`config.mk`:
```
export PLATFORM = sky130hd
export DESIGN_NAME = selective_repeat_window_round_unit
export DESIGN_NICKNAME = d
export VERILOG_FILES = /design/src/srwr_pkg.sv /design/src/selective_repeat_window_round_unit.sv
export SDC_FILE = /design/constraint.sdc
export NUM_CORES = 1
export LEC_CHECK = 0
export BUFFER_PORTS_ARGS = -buffer_cell sky130_fd_sc_hd__buf_2
export CAP_MARGIN = 20
export CELL_PAD_IN_SITES_DETAIL_PLACEMENT = 1
export CELL_PAD_IN_SITES_GLOBAL_PLACEMENT = 1
export CORE_ASPECT_RATIO = 1.5
export CORE_MARGIN = 2
export CORE_UTILIZATION = 51
export CTS_BUF_LIST = sky130_fd_sc_hd__clkbuf_16
export CTS_CLUSTER_DIAMETER = 40
export DETAILED_ROUTE_END_ITERATION = 7
export PLACE_DENSITY_LB_ADDON = 0.12
export SLEW_MARGIN = 20
export SYNTH_ARGS = -nofsm -noshare
export SYNTH_HDL_FRONTEND = slang
export SYNTH_SLANG_ARGS = --single-unit
```
`constraint.sdc`:
```
create_clock -name clock -period 10.95 [get_ports clock]
set_clock_uncertainty 0.15 [all_clocks]
set_input_delay 0.5475 -clock clock [delete_from_list [all_inputs] [get_ports clock]]
set_output_delay 0.5475 -clock clock [all_outputs]
set_load 0.02 [all_outputs]
```
`src/srwr_pkg.sv`:
```
// Shared types and constants for the selective-repeat window round unit.
// No dependencies.
package srwr_pkg;

   localparam int MAX_SLOTS    = 8;
   localparam int MAX_SEQ_BITS = 4;

   // Register indexes on the configuration port
   localparam logic REG_SEQ_BITS = 1'b0;

   localparam logic [2:0] SEQ_BITS_RESET = 3'd3;

   typedef enum logic [1:0] {
      ST_IDLE,
      ST_SLOT,
      ST_SLIDE,
      ST_DONE
   } state_type;

endpackage

```
`src/selective_repeat_window_round_unit.sv`:
```
// Top level of the selective-repeat window round unit: sequencer, window state and
// configuration port. Depends on srwr_pkg.
//
// Sequence: an accepted transfer runs through ST_SLOT, ST_SLIDE and ST_DONE before
// rsp_valid rises. W is the window size set by seq_bits (1, 2, 4 or 8). One slot is
// handled per cycle by the shared receiver compare bank, then one slot per cycle is
// shifted and refilled. ST_DONE hands off to the output register, and the next
// transfer is taken only back in ST_IDLE; req_stall is high while a round runs, and
// the hand-off waits while a stalled response is held.
// Reset (synchronous, active high) sets seq_bits to 3 and initialises both windows;
// a write to seq_bits re-initialises them the same way.
module selective_repeat_window_round_unit
   import srwr_pkg::*;
(
   input  logic        clock,
   input  logic        reset,
   // request channel
   input  logic        req_valid,
   output logic        req_stall,
   input  logic [7:0]  req_frame_ok_mask,
   input  logic [7:0]  req_ack_lost_mask,
   // response channel
   output logic        rsp_valid,
   input  logic        rsp_stall,
   output logic [7:0]  rsp_sent_mask,
   output logic [31:0] rsp_window_before,
   output logic [7:0]  rsp_accepted_mask,
   output logic [7:0]  rsp_duplicate_mask,
   output logic [7:0]  rsp_acked_mask,
   output logic [3:0]  rsp_slide_count,
   output logic [3:0]  rsp_next_send_seq,
   output logic [3:0]  rsp_next_recv_seq,
   // configuration port
   input  logic        psel,
   input  logic        penable,
   input  logic        pwrite,
   input  logic [2:0]  paddr,
   input  logic [31:0] pwdata,
   output logic [31:0] prdata,
   output logic        pready
);

   state_type   state_ff, state_in;

   logic [2:0]  seq_bits_ff;
   logic [3:0]  slot_seq_ff [8];
   logic [7:0]  slot_acked_ff;
   logic [3:0]  recv_expect_ff [8];
   logic [3:0]  send_next_ff;
   logic [3:0]  recv_next_ff;

   logic [7:0]  ok_ff, lost_ff;
   logic [3:0]  cnt_ff;
   logic [3:0]  slide_ff;
   logic [7:0]  sent_ff, acc_ff, dup_ff, ackm_ff;
   logic [31:0] before_ff;

   logic        rsp_valid_ff;
   logic [7:0]  rsp_sent_ff, rsp_acc_ff, rsp_dup_ff, rsp_ackm_ff;
   logic [31:0] rsp_before_ff;
   logic [3:0]  rsp_slide_ff, rsp_send_ff, rsp_recv_ff;

   logic [2:0]  eff_bits;
   logic [3:0]  mod_mask;
   logic [3:0]  win_size;
   logic        cfg_write;
   logic        req_take;
   logic        rsp_free;
   logic        cnt_live;
   logic [2:0]  idx;
   logic [3:0]  cur_seq;
   logic        found;
   logic [2:0]  match_idx;
   logic [3:0]  first_unacked;
   logic [4:0]  src_pos;
   logic [31:0] before_now;

   // Effective sequence width: clamp into 1..MAX_SEQ_BITS
   always_comb begin
      eff_bits = seq_bits_ff;
      if (eff_bits == 3'd0) begin
         eff_bits = 3'd1;
      end
      if (eff_bits > 3'(MAX_SEQ_BITS)) begin
         eff_bits = 3'(MAX_SEQ_BITS);
      end
      mod_mask = 4'((5'd1 << eff_bits) - 5'd1);
      win_size = 4'(5'd1 << (eff_bits - 3'd1));
      if (win_size > 4'(MAX_SLOTS)) begin
         win_size = 4'(MAX_SLOTS);
      end
   end

   assign cfg_write = psel & penable & pwrite & (paddr[2] == REG_SEQ_BITS);
   assign req_take  = req_valid & ~req_stall;
   assign rsp_free  = ~rsp_valid_ff | ~rsp_stall;
   assign cnt_live  = cnt_ff < win_size;
   assign idx       = cnt_ff[2:0];
   assign cur_seq   = slot_seq_ff[idx];
   assign src_pos   = {1'b0, cnt_ff} + {1'b0, slide_ff};

   // Receiver search: lowest matching receiver slot wins
   always_comb begin
      found     = 1'b0;
      match_idx = 3'd0;
      for (int j = 7; j >= 0; j--) begin
         if ((4'(j) < win_size) && (recv_expect_ff[j] == cur_seq)) begin
            found     = 1'b1;
            match_idx = 3'(j);
         end
      end
   end

   // First unacknowledged slot, or W when all are acknowledged
   always_comb begin
      first_unacked = win_size;
      for (int j = 7; j >= 0; j--) begin
         if ((4'(j) < win_size) && !slot_acked_ff[j]) begin
            first_unacked = 4'(j);
         end
      end
   end

   always_comb begin
      for (int j = 0; j < 8; j++) begin
         before_now[4*j +: 4] = slot_seq_ff[j];
      end
   end

   // Next state and handshake outputs
   always_comb begin
      state_in  = state_ff;
      req_stall = 1'b1;
      unique case (state_ff)
         ST_IDLE: begin
            req_stall = 1'b0;
            if (req_valid) begin
               state_in = ST_SLOT;
            end
         end
         ST_SLOT: begin
            if (!cnt_live) begin
               state_in = ST_SLIDE;
            end
         end
         ST_SLIDE: begin
            if (!cnt_live) begin
               state_in = ST_DONE;
            end
         end
         ST_DONE: begin
            if (rsp_free) begin
               state_in = ST_IDLE;
            end
         end
         default: state_in = ST_IDLE;
      endcase
   end

   always_ff @(posedge clock) begin
      if (reset) begin
         state_ff <= ST_IDLE;
      end else begin
         state_ff <= state_in;
      end
   end

   // Window state, round sequencing and configuration
   always_ff @(posedge clock) begin
      if (reset || cfg_write) begin
         logic [2:0] nb;
         logic [3:0] nw;
         nb = reset ? SEQ_BITS_RESET : pwdata[2:0];
         if (nb == 3'd0) begin
            nb = 3'd1;
         end
         if (nb > 3'(MAX_SEQ_BITS)) begin
            nb = 3'(MAX_SEQ_BITS);
         end
         nw = 4'(5'd1 << (nb - 3'd1));
         if (nw > 4'(MAX_SLOTS)) begin
            nw = 4'(MAX_SLOTS);
         end
         seq_bits_ff <= reset ? SEQ_BITS_RESET : pwdata[2:0];
         for (int j = 0; j < 8; j++) begin
            slot_seq_ff[j]    <= (4'(j) < nw) ? 4'(j) : 4'd0;
            recv_expect_ff[j] <= (4'(j) < nw) ? 4'(j) : 4'd0;
         end
         slot_acked_ff <= 8'd0;
         send_next_ff  <= nw;
         recv_next_ff  <= nw;
      end else begin
         unique case (state_ff)
            ST_IDLE: begin
               if (req_take) begin
                  ok_ff     <= req_frame_ok_mask;
                  lost_ff   <= req_ack_lost_mask;
                  before_ff <= before_now;
                  cnt_ff    <= 4'd0;
                  sent_ff   <= 8'd0;
                  acc_ff    <= 8'd0;
                  dup_ff    <= 8'd0;
                  ackm_ff   <= 8'd0;
               end
            end
            ST_SLOT: begin
               if (cnt_live) begin
                  if (!slot_acked_ff[idx]) begin
                     sent_ff[idx] <= 1'b1;
                     if (ok_ff[idx]) begin
                        if (found) begin
                           recv_expect_ff[match_idx] <= recv_next_ff;
                           recv_next_ff <= (recv_next_ff + 4'd1) & mod_mask;
                           acc_ff[idx]  <= 1'b1;
                        end else begin
                           dup_ff[idx]  <= 1'b1;
                        end
                        if (lost_ff[idx]) begin
                           slot_acked_ff[idx] <= 1'b0;
                        end else begin
                           slot_acked_ff[idx] <= 1'b1;
                           ackm_ff[idx]       <= 1'b1;
                        end
                     end
                  end
                  cnt_ff <= cnt_ff + 4'd1;
               end else begin
                  slide_ff <= first_unacked;
                  cnt_ff   <= 4'd0;
               end
            end
            ST_SLIDE: begin
               // Shift in place, ascending: the source never lies below the target
               if (cnt_live) begin
                  if (src_pos < {1'b0, win_size}) begin
                     slot_seq_ff[idx]   <= slot_seq_ff[src_pos[2:0]];
                     slot_acked_ff[idx] <= slot_acked_ff[src_pos[2:0]];
                  end else begin
                     slot_seq_ff[idx]   <= send_next_ff;
                     slot_acked_ff[idx] <= 1'b0;
                     send_next_ff       <= (send_next_ff + 4'd1) & mod_mask;
                  end
                  cnt_ff <= cnt_ff + 4'd1;
               end
            end
            ST_DONE: begin
            end
            default: begin
            end
         endcase
      end
   end

   // Output register: load when the slot is free or being drained
   always_ff @(posedge clock) begin
      if (reset) begin
         rsp_valid_ff <= 1'b0;
      end else if (state_ff == ST_DONE && rsp_free) begin
         rsp_valid_ff <= 1'b1;
      end else if (!rsp_stall) begin
         rsp_valid_ff <= 1'b0;
      end
   end

   always_ff @(posedge clock) begin
      if (state_ff == ST_DONE && rsp_free) begin
         rsp_sent_ff   <= sent_ff;
         rsp_before_ff <= before_ff;
         rsp_acc_ff    <= acc_ff;
         rsp_dup_ff    <= dup_ff;
         rsp_ackm_ff   <= ackm_ff;
         rsp_slide_ff  <= slide_ff;
         rsp_send_ff   <= send_next_ff;
         rsp_recv_ff   <= recv_next_ff;
      end
   end

   assign rsp_valid          = rsp_valid_ff;
   assign rsp_sent_mask      = rsp_sent_ff;
   assign rsp_window_before  = rsp_before_ff;
   assign rsp_accepted_mask  = rsp_acc_ff;
   assign rsp_duplicate_mask = rsp_dup_ff;
   assign rsp_acked_mask     = rsp_ackm_ff;
   assign rsp_slide_count    = rsp_slide_ff;
   assign rsp_next_send_seq  = rsp_send_ff;
   assign rsp_next_recv_seq  = rsp_recv_ff;

   assign pready = 1'b1;
   assign prdata = (paddr[2] == REG_SEQ_BITS) ? {29'd0, seq_bits_ff} : 32'd0;

endmodule

```
==> impl.org, run 1 <==
** Worst setup path
- Arrival @ worst endpoint :: 5250 ps
- At the worst endpoint, the required time is 11040 ps.
- In this run the worst path has a maximum fanout of 18.
- STA classifies the critical path startpoint as a flip-flop.
- The setup path with the least slack is of type flip-flop to flip-flop.
- Category of the worst setup path capture point :: flip-flop

** Route
- Dividing the detail-routed via count by the number of cells gives 5.70.
- Total via count in the routed design :: 6764
- Antenna viol nets, final :: 0
- Routed WL :: 26800 um
- After detailed routing, the average wire length per cell comes to 22.6 um.
- For this run, design rule violations remaining after detail routing come to 0.
- Before antenna repair, the detailed router went through 5 iterations.
- The first routing iteration left 349 violations.

** Clocking
- Clock latency on the worst-skew pair :: 530 ps
- # H-tree levels :: 1
- Number of buffers inserted for hold repair after clock tree synthesis :: 0
- After clock tree synthesis, the clock-pin slew on the worst setup and hold paths is 70 ps.
- Bufs on Longest Clock Path :: 3
- Number of setup buffers added after CTS :: 0
- Total CTS buffers :: 27
- Clock tree root driver cell :: sky130_fd_sc_hd__clkbuf_16
- CTS tree :: yes
- For this design, the sink count on the clock tree is 253.
- Gates resized during post-CTS repair numbered 0.

** Placed design
- DP HPWL :: 19400 um
- The count of buffers added on input and output ports is 107.
- The congestion estimate from routability-driven global placement came to 0.883.

** Synthesis
- Synthesis inferred 253 register bits.
- By area the synthesized netlist is led by sky130_fd_sc_hd__edfxtp_1 64%, sky130_fd_sc_hd__mux4_2 3.0%, sky130_fd_sc_hd__mux2i_1 2.7%.
- Counting flops with a built-in enable in the synthesized netlist gives 239.
- After synthesis, the share of cell area in mux cells is 0.0795.
- The most used flip-flop cell after synthesis is sky130_fd_sc_hd__edfxtp_1.
- Basic-gate share of the synthesized area counting and, or, nand and nor cells :: 0.0969
- Post-Synthesis Cell Area :: 0.0112 sq mm
- Portion of synthesized cell area occupied by the leading cell type :: 0.642
- After synthesis, the largest family of logic cells by area is simple AND/OR/NAND/NOR gates.
- Yosys synthesis warning count :: 0
- Of the total synthesized cell area, the portion taken by XOR and XNOR cells is 0.0258.
- Dividing the synthesized area by the synthesized cell count gives 14.4 sq um.
- Proportion of synthesized chip area in sequential cells :: 0.667
- Share of flip-flops with an asynchronous set or reset :: 0
- Area fraction in compound gates after synthesis :: 0.0733
- The synthesized design spends more area on one cell type than any other, namely sky130_fd_sc_hd__edfxtp_1.
- Of the total synthesized cell area, the portion taken by full adders, half adders and majority gates is 0.0219.
- Number of library cell types mapped by synthesis :: 67
- Synthesis handed over a netlist of 777 instances.

** STA
- Setup violations remaining at the end of the flow were counted as 0.
- Clock period minus worst slack :: 5160 ps
- Period utilization :: 0.471
- The number of endpoints with negative hold slack in the final report is 0.
- For the pin with the worst max-slew slack, the measured transition is 1050 ps.
- Final TNS setup :: 0 ps
- Setup repair after global routing missed its margin :: false
- Worst slew margin relative to its limit :: 0.293
- Max-slew violation count :: 0
- Derived from the worst setup path, the maximum achievable clock frequency is 194 MHz.

** Power and ir drop
- Part of the power in combinational logic :: 0.255
- Internal power comes to 2.09 mW.
- The worst-case IR drop observed on VDD is 0.135 mV.
- The share of total power dissipated in the clock network is 0.302.
- Summed over all cells, the static leakage comes to 4.84 nW.
- Of the total power, registers draw 0.444.
- For this design the total switching power over the nets is 0.993 mW.
- Of the total power, the share spent switching nets is 0.322.
- Power Density :: 240 mW/mm^2

** Floorplanning
- The region available for standard cell placement spans 0.0216 sq mm.
- The die is 185 um tall.
- For this configuration, the core starts out at a cell density of 0.517.
- Pin placement for this block handled 169 I/O pins.
- Number of rows created at floorplan :: 66
- Die Span X :: 125 um
- The floorplan step defined a die boundary enclosing 0.0232 sq mm.

** Finish
- Total area of multi-input combinational cells :: 0.00346 sq mm
- Synth-to-layout area growth :: 14.9%
- The number of antenna diodes in the final layout is 0.
- The final layout contains 973 nets.
- FF+latch area :: 0.00746 sq mm
- Final core area utilization :: 0.594
- In the final layout, the share of cells above drive strength 1 is 0.230.
- The filler cells instantiated in the layout total 2140.

** Global route
- Global routing finished with a remaining overflow of 0.
- The number of global-route vias before repair came to 7290.
- For this run, the total global-route usage over all layers was measured as 0.230.
- Number of antenna violations at the first check in global routing :: 0
- First-pass GRT wire length :: 41100 um
- Entering global routing, the biggest net connects 61 pins.

** Run
- The tool flagged a number of max-cap violations equal to 0.

** Status
- The flow ran to the end, and the final reports show no timing, DRC or antenna violations.

** Worst hold path
- Min-delay worst type :: primary input to flip-flop
-- worst paths after layout --
kind                             start               endpoint  slack (ps)  cells past startpoint
hold reg to reg          before_ff[28]  rsp_window_before[28]         270                      0
hold / removal    req_frame_ok_mask[1]               ok_ff[1]          50                      1
setup reg to reg             cnt_ff[0]      slot_seq_ff[7][1]        5790                     11
setup / recovery             cnt_ff[0]      slot_seq_ff[7][1]        5790                     11
-- cell usage after synthesis, drive strengths merged, types with 3 or more instances --
library cell	instances
edfxtp	239
nor2	64
nand2	59
buf	39
o21a	35
mux2i	31
a21oi	26
xor2	24
o21ai	20
clkbuf	19
ha	18
mux2	18
and3	16
mux4	16
dfxtp	14
and2	12
inv	12
nand3	10
nor2b	9
xnor2	9
nand2b	8
o2111ai	8
a21o	7
nor3	7
or2	6
a22oi	4
or3	4
or3b	4
a21boi	3
nand4	3
nor4	3
nor4b	3
-- cell type report --
class,instances,share of cell area
sequential,253,0.580
multi-input combinational,481,0.269
clock buffer,27,0.0526
timing repair buffer,120,0.0493
tap,272,0.0265
clock inverter,21,0.0188
inverter,13,0.00380
-- logic make-up after synthesis --
| logic type | count (synthesis) |
|---|---|
| AOI/OAI and AO/OA | 117 |
| xor gates and xnor gates | 33 |
| adders and majority gates | 19 |
| buffers and inverters | 71 |
| DFF | 253 |
| muxes | 65 |
| other | 2 |
| and+or+nand+nor | 217 |
-- worst max-delay path, stage by stage, from the launching register on --
cell and delay, ps:
sky130_fd_sc_hd__edfxtp_1 690, sky130_fd_sc_hd__ha_1 370, sky130_fd_sc_hd__fa_1 410, sky130_fd_sc_hd__xor2_1 840, sky130_fd_sc_hd__ha_1 260, sky130_fd_sc_hd__o21ai_0 70, sky130_fd_sc_hd__nand2b_1 80, sky130_fd_sc_hd__a2111oi_0 90
sky130_fd_sc_hd__buf_4 160, sky130_fd_sc_hd__nor3_1 800, sky130_fd_sc_hd__mux2i_1 750, sky130_fd_sc_hd__o21ai_0 220
-- flip-flops by register name, indices dropped and copies added (netlist names), named ones only --
name,flops
acc_ff,8
rsp_acked_mask,8
recv_expect_ff,32
seq_bits_ff,3
ackm_ff,8
ok_ff,8
rsp_next_send_seq,4
rsp_window_before,32
rsp_sent_mask,8
rsp_next_recv_seq,4
rsp_valid,1
recv_next_ff,4
state_ff,2
rsp_duplicate_mask,8
lost_ff,8
rsp_accepted_mask,8
send_next_ff,4
before_ff,32
rsp_slide_count,4
slot_seq_ff,32
sent_ff,8
dup_ff,8
cnt_ff,4
slide_ff,4
-- metal layers --
metal | track usage | wire length (um) | share of wire | up-vias
met2 | 0.444 | 14800 | 0.55 | 203
met5 | 0 | 0 | 0 | -
li1 | - | - | - | 3102
met1 | 0.255 | 9790 | 0.37 | 3394
met4 | 0.0902 | 999 | 0.037 | 0
met3 | 0.0295 | 1140 | 0.043 | 65
-- power by group through the flow --
stage	logic, mW	clock network, mW	registers [mW]
3_3_place_gp	0.744	0	1.37
4_1_cts	0.787	0.943	1.37
5_1_grt	0.848	0.981	1.38
6_report	0.785	0.929	1.37
3_5_place_dp	0.779	0	1.39
2_1_floorplan	0.541	0	1.37
-- stage by stage --
stage / worst slack [ps] / instances / cell area, sq um / power (mW) / hold slack [ps]
after floorplan: 4090 / 805 / 11300 / 1.91 / 250
after global placement: 6030 / 1139 / 11900 / 2.12 / 253
after detailed placement: 5930 / 1139 / 11900 / 2.17 / 256
after CTS: 5880 / 1187 / 12900 / 3.10 / 37.3
after global routing: 5630 / 1187 / 12900 / 3.21 / 31.9
final: 5790 / 1187 / 12900 / 3.08 / 48.4
-- placed cells by master (no fill, tap or decap), types with 6 or more instances in the layout --
master | synthesis | final
sky130_fd_sc_hd__ha_1 | 18 | 18
sky130_fd_sc_hd__and2_1 | 12 | 12
sky130_fd_sc_hd__xor2_1 | 24 | 24
sky130_fd_sc_hd__mux2i_1 | 30 | 30
sky130_fd_sc_hd__a21oi_1 | 26 | 26
sky130_fd_sc_hd__o21a_1 | 35 | 35
sky130_fd_sc_hd__mux2_1 | 6 | 6
sky130_fd_sc_hd__a21o_1 | 7 | 7
sky130_fd_sc_hd__mux4_2 | 15 | 15
sky130_fd_sc_hd__nand2b_1 | 8 | 8
sky130_fd_sc_hd__o2111ai_1 | 6 | 6
sky130_fd_sc_hd__nor2b_1 | 9 | 9
sky130_fd_sc_hd__xnor2_1 | 9 | 9
sky130_fd_sc_hd__edfxtp_1 | 239 | 239
sky130_fd_sc_hd__and3_1 | 16 | 15
sky130_fd_sc_hd__conb_1 | 2 | 30
sky130_fd_sc_hd__clkbuf_16 | 0 | 27
sky130_fd_sc_hd__o21ai_0 | 19 | 19
sky130_fd_sc_hd__nor2_1 | 64 | 63
sky130_fd_sc_hd__dfxtp_1 | 14 | 14
sky130_fd_sc_hd__mux2_2 | 12 | 12
sky130_fd_sc_hd__nand2_1 | 59 | 59
sky130_fd_sc_hd__nand3_1 | 10 | 10
sky130_fd_sc_hd__buf_2 | 6 | 107
sky130_fd_sc_hd__inv_1 | 12 | 15
sky130_fd_sc_hd__nor3_1 | 7 | 7
sky130_fd_sc_hd__buf_4 | 30 | 13
No activity file was read; power rests on OpenSTA's default activity.
==> inputs of run 2 (changes only) <==
ABC_AREA = 1   (was not set)
CORE_UTILIZATION = 41   (was 51)
clock period = 4.7 ns   (was 10.95 ns; I/O delays follow)
==> run 2 against run 1 <==
  * Non-clock buffer count increased by 27
  * Setup slack got worse by 4800 ps
  * Utilization decreased by 11 points
  * Sequential power increased by 130%
  * Combinational power increased to 3.3 times the previous value
  * Sequential share of layout area decreased by 2.6 points
  * Maximum frequency increased by 39%
  * Cell area increased by 4.8%
  * Critical path type unchanged
  * Critical endpoint is now slot_seq_ff[3][0]
  * Largest cell class unchanged
  * Highest routed layer unchanged
==> impl.org, run 2 <==
** Status
- Status :: finished, final reports clean

** Global route
- First-pass GRT wire length :: 45100 um (+9.7%)
- The remaining global-route overflow came to 0 (unchanged).
- The number of global-route vias before repair is 8037 (+10%).
- Total GRT Usage :: 0.201 (-0.0288)
- The pin count of the biggest net entering global routing is 77 (+26%).
- The number of antenna violations at the first check in global routing is 0 (unchanged).

** Clocking
- TritonCTS built the clock tree.
- Bufs on Longest Clock Path :: 3 (unchanged)
- The number of post-CTS setup repair buffers was 0 (unchanged).
- The clock sink count came to 253 (unchanged).
- The clock insertion delay at the later pin of the skew report is 550 ps (+20 ps).
- The clock-pin slew on the worst setup and hold paths was 60 ps (about the same).
- CTS placed an instance of sky130_fd_sc_hd__clkbuf_16 at the clock tree root.
- Total CTS buffers :: 28 (+3.7%)
- Number of buffers inserted for hold repair after clock tree synthesis :: 21 (+21)
- The H-tree depth came to 1 (unchanged).
- The count of instances resized after the clock tree is built was 0 (unchanged).

** Synthesis
- Prevailing post-synth register cell :: sky130_fd_sc_hd__edfxtp_1
- Number of standard cells after synthesis :: 1013 (+30%)
- Most area-consuming cells after synthesis :: sky130_fd_sc_hd__edfxtp_1 62%, sky130_fd_sc_hd__nand2_1 5.4%, sky130_fd_sc_hd__nor2_1 4.0%
- Top cell type by total area after synthesis :: sky130_fd_sc_hd__edfxtp_1
- Cell with the most instances after synthesis :: sky130_fd_sc_hd__edfxtp_1
- Yosys synthesis warning count :: 0 (unchanged)
- The number of library cell types mapped by synthesis came to 51 (-24%).
- The async set-reset flop share out of synthesis came to 0 (unchanged).
- The area fraction of the dominant cell type after synthesis was 0.625 (-0.0169).
- The synthesized flop and latch total is 253 (unchanged).
- The post-synthesis instance area was 0.0115 sq mm (+2.7%).
- By count the netlist is led by 239 x sky130_fd_sc_hd__edfxtp_1, 166 x sky130_fd_sc_hd__nand2_1, 121 x sky130_fd_sc_hd__nor2_1.
- The sequential-to-total area share from yosys stat was 0.649 (-0.0176).
- The mean instance size in the synthesized netlist was 11.3 sq um (-21%).
- The number of enable-type register cells in the synthesized netlist is 239 (unchanged).

** Worst setup path
- Worst path required time :: 4820 ps (-6220 ps)
- Reg-to-Reg Start :: seq_bits_ff[2]
- Arrival @ worst endpoint :: 3840 ps (-1410 ps)
- The kind of cell with the highest combined delay along the critical path is simple AND/OR/NAND/NOR gates.
- For this design, the slowest cell found on the critical path is sky130_fd_sc_hd__edfxtp_1.
- Walking the worst path, the cells encountered are inv_1 -> ha_1 -> nand2_1 -> inv_1 -> nand2_1 -> ha_1 -> o21ai_1 -> inv_1 -> o211ai_2 -> nand2_1 -> nor2_1 -> inv_1 -> nor2_4 -> nand2_2 -> o21ai_2 -> o21ai_0.
- The worst setup path is of the flip-flop to flip-flop kind.
- Maximum fanout along the worst path :: 13 (-5)
- The number of buffers and inverters on the critical path came to 4 (+3).
- Category of the worst setup path capture point :: flip-flop
- Most frequent cell on the critical path :: sky130_fd_sc_hd__inv_1
- The worst stage delay on the critical path was 590 ps (-250 ps).
- Critical Path Source Type :: flip-flop
- Worst setup path start :: seq_bits_ff[2]

** Placed design
- The placed standard-cell area was 0.0124 sq mm (+3.8%).
- Weighted congestion reported at the end of routability-driven placement :: 0.829 (-6.1%)
- The half-perimeter wire length of the detailed placement result was 21400 um (+10%).
- The post-place setup slack was 932 ps (-5000 ps).
- Number of port buffers :: 107 (unchanged)

** Power and ir drop
- Leakage dissipation :: 5.39 nW (+11%)
- The maximum ir drop on the vdd rail is 0.344 mV (+150%).
- The areal power density over the cells came to 584 mW/mm^2 (+140%).

** Floorplanning
- The effective utilization at floorplan was 0.414 (-0.103).
- The number of top-level pins came to 169 (unchanged).
- Core footprint :: 0.0278 sq mm (+28%)
- Number of rows created at floorplan :: 75 (+14%)
- The total die area came to 0.0294 sq mm (+27%).
- Die Span X :: 141 um (+13%)
- The height of the die was 209 um (+13%).

** STA
- The highest attainable clock frequency was 269 MHz (+39%).
- The minimum period implied by the final worst setup slack was 3720 ps (-1440 ps).
- The final-report setup violation count is 0 (unchanged).
- The post-route fraction of the period consumed by the critical path came to 0.791 (+0.320).
- The max-slew headroom at the worst pin is 0.343 (+0.0502).
- The final setup slack of the worst path is 981 ps (-4810 ps).
- The actual slew at the worst max-slew pin is 985 ps (-67.1 ps).
- The final count of pins violating max slew is 0 (unchanged).
- Hold violation count in the final report :: 0 (unchanged)
- Setup repair after global routing missed its margin :: false
- The final setup TNS is 0 ps (unchanged).

** Route
- The final routed DRC violation total came to 0 (unchanged).
- Antenna viol nets, final :: 0 (unchanged)
- Iteration count of the initial detailed-routing pass :: 4 (-1)
- DR vias/cell :: 5.13 (-10%)
- The final routed wirelength across all metal layers came to 29800 um (+11%).
- Total via count in the routed design :: 7826 (+16%)
- Number of DRC violations after detailed-routing iteration 0 :: 392 (+12%)
- The per-cell routed wire length is 19.5 um (-13%).

** Finish
- The fraction of final layout cells with drive strength greater than 1 was 0.189 (-0.0405).
- Top library cells by usage in the layout, fill and taps aside :: 239 x sky130_fd_sc_hd__edfxtp_1, 166 x sky130_fd_sc_hd__nand2_1, 119 x sky130_fd_sc_hd__nor2_1
- Most common cell after layout, fill and taps aside :: sky130_fd_sc_hd__edfxtp_1
- Synth-to-layout area growth :: 17.2%
- The number of inserted diodes is 0 (unchanged).
- The number of nets in the final layout is 1239 (+27%).
- The number of filler cells placed in the layout was 3013 (+41%).
- The final cell area excluding filler cells came to 0.0135 sq mm (+4.8%).

** Run
- The max capacitance violation total was 0 (unchanged).

** Worst hold path
- The startpoint identified for the worst hold timing path is req_valid.
- The tightest min-delay check is of the primary input to flip-flop type.
[run 2: logic make-up after synthesis]
logic type | synth area share
buf+inv | 0.0643
flops | 0.649
simple gates | 0.170
xor+xnor | 0.0198
compound gates | 0.0726
mux | 0.00196
other cells | 0.000654
fa+ha+maj | 0.0213
[run 2: per-stage QoR]
| step | utilization | instances | power (mW) | hold WS (ps) |
|---|---|---|---|---|
| finish | 0.485 | 1526 | 7.86 | 22.8 |
| global route | 0.485 | 1526 | 8.30 | 20.6 |
| floorplan | - | 1041 | 4.92 | 154 |
| detailed placement | 0.446 | 1457 | 5.84 | 255 |
| global placement | 0.446 | 1457 | 5.77 | 253 |
| CTS | 0.485 | 1526 | 7.95 | 1.56 |
[run 2: area by class of cell]
type                    instances  area, sq um  share of cell area
clock buffers                  29          726              0.0539
clock inverters                19          151              0.0112
inverters                     101          382              0.0283
multi-input cells             631         3420               0.254
flip-flops and latches        253         7460               0.554
well taps                     346          433              0.0321
repair buffers                147          901              0.0669
[run 2: report_power, final]
group          switching [mW]  internal, mW  leakage, nW
Combinational            1.85         0.769         2.56
Clock                   0.898          1.18        0.443
Sequential              0.210          2.95         2.39
[run 2: metal layers]
layer	vias up	routed length [um]	global-route usage
met1	3861	11800	0.231
met2	189	16100	0.380
li1	3730	-	-
met5	-	0	0
met3	46	1070	0.0245
met4	0	875	0.0710
[run 2: worst paths after layout]
check,cells past startpoint,slack [ps],endpoint
hold reg to reg,0,270,rsp_window_before[13]
setup / recovery,16,980,slot_seq_ff[3][0]
setup reg to reg,16,980,slot_seq_ff[3][0]
hold / removal,3,20,ok_ff[1]
[run 2: worst min-delay path, stage by stage]
cell,delay [ps]
sky130_fd_sc_hd__buf_2,100
sky130_fd_sc_hd__nand2_1,100
sky130_fd_sc_hd__nor2_4,90
